$ cat src/rtl/deaa_pkg.sv
package deaa_pkg;

  localparam int PixW = 32;

  typedef enum logic [1:0] {
    CFG_WIDTH     = 2'd0,
    CFG_HEIGHT    = 2'd1,
    CFG_THRESHOLD = 2'd2,
    CFG_SUBPIXEL  = 2'd3
  } cfg_idx_t;

  typedef enum logic [4:0] {
    ST_IDLE     = 5'b00001,
    ST_READ     = 5'b00010,
    ST_CALC     = 5'b00100,
    ST_STRENGTH = 5'b01000,
    ST_DIV      = 5'b10000
  } state_t;

  function automatic logic [7:0] luma(input logic [31:0] px);
    logic [15:0] s;
    begin
      s = 16'(54 * px[7:0]) + 16'(183 * px[15:8]) + 16'(18 * px[23:16]);
      luma = s[15:8];
    end
  endfunction

  function automatic logic [7:0] adiff(input logic [7:0] a, input logic [7:0] b);
    adiff = (a > b) ? a - b : b - a;
  endfunction

endpackage

$ cat src/rtl/deaa_div.sv
module deaa_div import deaa_pkg::*; (
  input  logic        clk,
  input  logic        rst_n,
  input  logic        start,
  input  logic [17:0] num,
  input  logic [9:0]  den,
  output logic        busy,
  output logic [17:0] quo
);

  logic [17:0] q_r, q_nxt;
  logic [9:0]  rem_r, rem_nxt;
  logic [4:0]  cnt_r, cnt_nxt;
  logic [10:0] trial;

  always_comb begin
    q_nxt = q_r;
    rem_nxt = rem_r;
    cnt_nxt = cnt_r;
    trial = {rem_r, q_r[17]};
    if (start) begin
      q_nxt = num;
      rem_nxt = '0;
      cnt_nxt = 5'd18;
    end else if (cnt_r != 5'd0) begin
      if (trial >= {1'b0, den}) begin
        rem_nxt = 10'(trial - {1'b0, den});
        q_nxt = {q_r[16:0], 1'b1};
      end else begin
        rem_nxt = trial[9:0];
        q_nxt = {q_r[16:0], 1'b0};
      end
      cnt_nxt = cnt_r - 5'd1;
    end
  end

  always_ff @(posedge clk) begin
    if (!rst_n) begin
      cnt_r <= '0;
    end else begin
      cnt_r <= cnt_nxt;
    end
    q_r <= q_nxt;
    rem_r <= rem_nxt;
  end

  assign busy = (cnt_r != 5'd0);
  assign quo = q_r;

endmodule

$ cat config.mk
export PLATFORM = sky130hd
export DESIGN_NAME = deaa_div
export DESIGN_NICKNAME = d
export VERILOG_FILES = /design/src/rtl/deaa_pkg.sv /design/src/rtl/deaa_div.sv
export SDC_FILE = /design/constraint.sdc
export NUM_CORES = 1
export LEC_CHECK = 0
export ABC_CLOCK_PERIOD_IN_PS = 3800
export CORE_MARGIN = 4
export CORE_UTILIZATION = 65
export CTS_CLUSTER_DIAMETER = 30
export CTS_CLUSTER_SIZE = 25
export DETAILED_ROUTE_END_ITERATION = 6
export DONT_BUFFER_PORTS = 1
export PLACE_DENSITY = 0.9
export SLEW_MARGIN = 5
export SYNTH_ARGS = -nofsm -noshare
export SYNTH_HDL_FRONTEND = slang
export SYNTH_SLANG_ARGS = --single-unit
$ cat constraint.sdc
create_clock -name clk -period 3.8 [get_ports clk]
set_input_delay 0.38 -clock clk [delete_from_list [all_inputs] [get_ports clk]]
set_output_delay 0.38 -clock clk [all_outputs]
set_load 0.03 [all_outputs]
Word-level counts from Yosys, hierarchy flattened
Cells that the tools add are included.
{"block": "word_totals", "register_bits": 33, "in_bits": 31, "output_inout_bits": 19, "elab_cells": 17}
{"block": "classes", "bitwise": 1, "add_sub_neg": 2, "n_reduce_logical": 3, "mux": 6, "n_lt_le_gt_ge": 1}
{"op": "$mux W18", "n": 2}
{"op": "$ge A11 B10 Y1", "n": 1}
{"op": "$mux W10", "n": 1}
{"op": "$mux W5", "n": 2}
{"op": "$sub A10 B10 Y10", "n": 1}
{"op": "$reduce_bool A5 Y1", "n": 1}
{"op": "$sub A5 B1 Y5 const B", "n": 1}
{"op": "$reduce_bool A2 Y1", "n": 1}
{"op": "$reduce_or A2 Y1", "n": 1}
{"op": "$mux W1", "n": 1}
{"op": "$not A1 Y1", "n": 1}

Depth between registers and ports, before layout
{"block": "logic_depth", "ltp_word": 4, "mapped_depth": 10, "ltp_nobuf": 9}

Least setup slack after synthesis
No wires, ideal clock.
{"block": "synth_timing", "path_kind": "in2reg", "startpoint": "input den[6]", "endpoint": "register q_r[0], in the netlist quo[0], data pin", "n_path_buf": 2, "required_time_ns": 3.540, "stages": 9, "setup_ns": 0.260, "arrival_time_ns": 2.011, "setup_slack_ns": 1.529, "path_cell_list": "inv_1 > ha_1 > a21o_1 > a31oi_1 > a21oi_2 > or2_1 > buf_6 > buf_12 > mux2_2"}
{"block": "synth_between", "elab_chain_cells": 4}
{"element": "from (decl)", "line_no": "deaa_div.sv:6", "text": "input logic [9:0] den,"}
{"element": "$ge A11 B10 Y1", "line_no": "deaa_div.sv:26", "text": "if (trial >= {1'b0, den}) begin"}
{"element": "$mux W1", "line_no": "deaa_div.sv:26"}
{"element": "$mux W18", "line_no": "deaa_div.sv:25", "text": "end else if (cnt_r != 5'd0) begin"}
{"element": "$mux W18", "line_no": "deaa_div.sv:21", "text": "if (start) begin"}
{"element": "via q_nxt[0]", "line_no": "deaa_div.sv:11", "text": "logic [17:0] q_r, q_nxt;"}
{"element": "to (signal assigned)", "line_no": "deaa_div.sv:43", "text": "q_r <= q_nxt;"}
{"element": "to (decl)", "line_no": "deaa_div.sv:11"}
The timed path passes the listed nets, and every way through them passes these cells. The select of a mux whose other input is x is not followed.
A chain may end at the register's enable or synchronous reset.

Worst setup path in the final report
{"block": "layout_timing", "startpoint": "register q_r[17], in the netlist quo[17]", "endpoint": "register rem_r[9]"}
{"block": "layout_between", "elab_chain_cells": 2, "elab_cells_between_ends": 3, "classes_between": "add/sub: 1; order compare: 1; mux: 1"}
{"element": "$sub A10 B10 Y10 / $ge A11 B10 Y1 (equally long branches)", "line_no": "deaa_div.sv:27, deaa_div.sv:26"}
{"element": "$mux W10 (*)", "line_no": "deaa_div.sv:26"}
{"element": "to (signal assigned)", "line_no": "deaa_div.sv:44", "text": "rem_r <= rem_nxt;"}
{"element": "to (decl)", "line_no": "deaa_div.sv:12", "text": "logic [9:0] rem_r, rem_nxt;"}
Every way passes the cells marked *; elsewhere a longest branch is shown, timed or not.

==> summary.md <==
| Metric | Value |
|---|---|
| Area growth syn-to-layout | `2.497%` |
| Nets | `218` |
| Setup bufs post-CTS | `0` |
| Post-synth top flop | `edfxtp_1` |
| Drt total wl | `3.818 mm` |
| LEAKAGE | `0.8161 nW` |
| Clock share of power | `14.0%` |
| Gr ovfl total | `0` |
| Synth warnings | `0` |
| Crit share post-route | `66.95%` |
| Psw | `0.5993 mW` |
| Fmax | `393.0 MHz` |
| First-pass GRT wire length | `6.582 mm` |
| Reg clk slew, reported paths | `approximately 0.10 ns` |
| Core area | `2781 um2` |
| DR vias | `roughly 1,400` |
| Row count | `19` |
| Vias per cell | `about 6.6` |
| Starting Density | `approximately two thirds` |
| EDFF count, synth | `18` |
| Hold WC Path Type | `input port to flip-flop` |
| I/O pins | `50` |
| Internal power | `0.8353 mW` |
| Status | `finished, final reports clean` |
| DR WL/cell | `18.44 um` |
| Pre-antenna DRT Iters | `4` |
| Hold Vio Cnt, Final | `0` |
| Distinct cells, synth | `47` |
| Worst slew pin tran | `0.7270 ns` |
| RSZ-0062 raised after global routing | `false` |
| Final Wtd Congestion | `0.7984` |
| Worst skew pair latency | `0.33 ns` |
| Worst setup SP type | `flip-flop` |
| Power per cell area | `between 700 and 800 nW/um2` |
| Vias in the first global route | `1,405` |
| Inserted Diodes | `0` |
| Area leader, netlist | `edfxtp_1` |
| CP Capture Type | `flip-flop` |
| Worst endpoint required time | `~4.0 ns` |
| Post-CTS Hold Buffers | `0` |
| Initial drt markers | `91` |
| Post-synthesis sequential area ratio | `about 44%` |
| CP arrival | `between 2 and 3 ns` |
| Setup-failing EPs final | `0` |
| Critical path's slowest cell | `edfxtp_1` |
| VDD IR max | `0.0006075 V` |
| # DRC | `0` |
| Fillers | `201` |
| Die height | `62.13 um` |
| Top-area cell type share of the netlist area | `28.38%` |
| DP Area | `1893 um2` |
| Crit-path max FO | `14` |
| Slew HR | `51.42%` |
| Clock Skews | `0.01013 ns` |
| Count leader, synth | `edfxtp_1` |
| Gate power share | `between 40% and 50%` |
| Largest net degree at the start of global routing | `26` |
| All-Layer GR Usage | `21.25%` |
| Clk buf depth | `2` |
| Sw Ratio | `41.77%` |
| Max cap viols | `0` |
| Worst path max stage delay | `0.59 ns` |
| Port bufs | `0` |
| Fin. max-slew vios | `0` |
| Seq cells post-synth | `33` |
| Antenna violations before repair | `0` |
| Num CTS Buffers | `5` |
| Critical-path cell list | `inv_1 > ha_1 > nand3b_1 > a21bo_1 > a21oi_2 > or2_1 > o32ai_1 > a41o_1` |
| Antenna Nets Post-Route | `0` |
| Post-Synthesis Cells | `175` |
| Final Power | `1.435 mW` |
| Syn avg cell area | `between 10 and 15 um2` |
| Clk root buf | `clkbuf_4` |
| Syn Nets | `218` |
| Fraction of layout cells with a size suffix above 1 | `between 7 and 8%` |
| Cell Area, Synth | `1904 um2` |
| Time the worst path needs with I/O delays and setup | `2.544 ns` |
| H-tree lvl count | `2` |
| FFs w/ async S/R, synth | `0%` |
| Die width | `62.13 um` |
| Area contributors post-synth | `edfxtp_1 (28%), dfxtp_1 (16%), mux2_1 (10%), ha_1 (7.2%), xnor2_1 (3.2%)` |
| Detail Placement HPWL | `2.902 mm` |
| Setup_tns | `0 ns` |
| CTS tree | `yes` |
| # resized after CTS | `0` |
| Clock sink count | `33` |
| Die area | `3860 um2` |
| Reg power frac | `44.6%` |
| Most frequent cells after synthesis | `edfxtp_1 (18), mux2_1 (17), dfxtp_1 (15), inv_1 (15)` |
| Class of the most critical setup path | `flip-flop to flip-flop` |
| Design area | `about 2000 um2` |
[stage by stage]
| step | hold slack [ns] | utilization [%] | setup slack, ns | cells |
|---|---|---|---|---|
| final | 0.1058 | 70.18 | 1.256 | 207 |
| after global routing | 0.07972 | 70.18 | 1.092 | 207 |
| after CTS | 0.08632 | 70.18 | 1.295 | 207 |
| after detailed placement | 0.4541 | 68.06 | 1.311 | 199 |
| after global placement | 0.4533 | 68.06 | 1.398 | 199 |
| after floorplan | 0.4531 | - | 1.529 | 175 |
[final cells by class]
class	count	area [um2]	share of cell area, %
clock buffers	8	58.81	3.013
flip-flops and latches	33	840.8	43.08
well taps	31	38.79	1.987
inverters	16	60.06	3.077
multi-input cells	119	953.4	48.85
[worst max-delay path, delay by kind of cell (launching register included)]
| kind | cells | cell delay (ns) |
|---|---|---|
| AOI/OAI and AO/OA | 4 | 0.83 |
| adders and majority gates | 1 | 0.21 |
| buffers and inverters | 1 | 0.08 |
| DFF | 1 | 0.59 |
| and+or+nand+nor | 2 | 0.73 |
[power by group through the flow]
stage | registers [mW] | logic [mW] | clock network, mW
2_1_floorplan | 0.618 | 0.545 | 0
3_3_place_gp | 0.640 | 0.546 | 0
3_5_place_dp | 0.645 | 0.582 | 0
4_1_cts | 0.638 | 0.584 | 0.207
5_1_grt | 0.651 | 0.659 | 0.226
6_report | 0.640 | 0.593 | 0.201
[worst paths after layout]
| path | from | end | slack, ns | cells after the start |
|---|---|---|---|---|
| setup reg to reg | quo[17]$_DFFE_PP_ | rem_r[9]$_SDFFE_PP0P_ | 1.26 | 8 |
| hold / removal | start | rem_r[1]$_SDFFE_PP0P_ | 0.11 | 1 |
| setup / recovery | quo[17]$_DFFE_PP_ | rem_r[9]$_SDFFE_PP0P_ | 1.26 | 8 |
| hold reg to reg | rem_r[1]$_SDFFE_PP0P_ | rem_r[1]$_SDFFE_PP0P_ | 0.51 | 2 |
[sequential cells by signal, indices dropped and copies added (netlist names)]
register	count
cnt_r	5
rem_r	10
quo	18
[cell families after synthesis]
family | synth area share [%]
compound gates | 16.36
xor+xnor | 4.140
fa+ha+maj | 8.279
buf+inv | 5.782
flops | 44.15
mux | 13.27
simple gates | 8.016
[layout by cell type, fill, tap and decap left out, drive strengths merged, types with 3 or more instances in the layout]
cell,count
a31oi,3
mux2,18
edfxtp,18
dfxtp,15
clkbuf,8
nand2,6
xnor2,7
a21o,5
ha,11
mux2i,5
nor2,7
nand3,3
nor2b,3
inv,16
o21ai,13
a21oi,12
[routing by layer]
layer	up-vias	track usage, %	part of all wire, %
met5	-	0	0
met4	0	10.03	3.5
met3	17	9.550	7.3
met2	62	33.03	49
met1	643	24.83	40
li1	638	-	-
(Power assumes the default switching activity.)
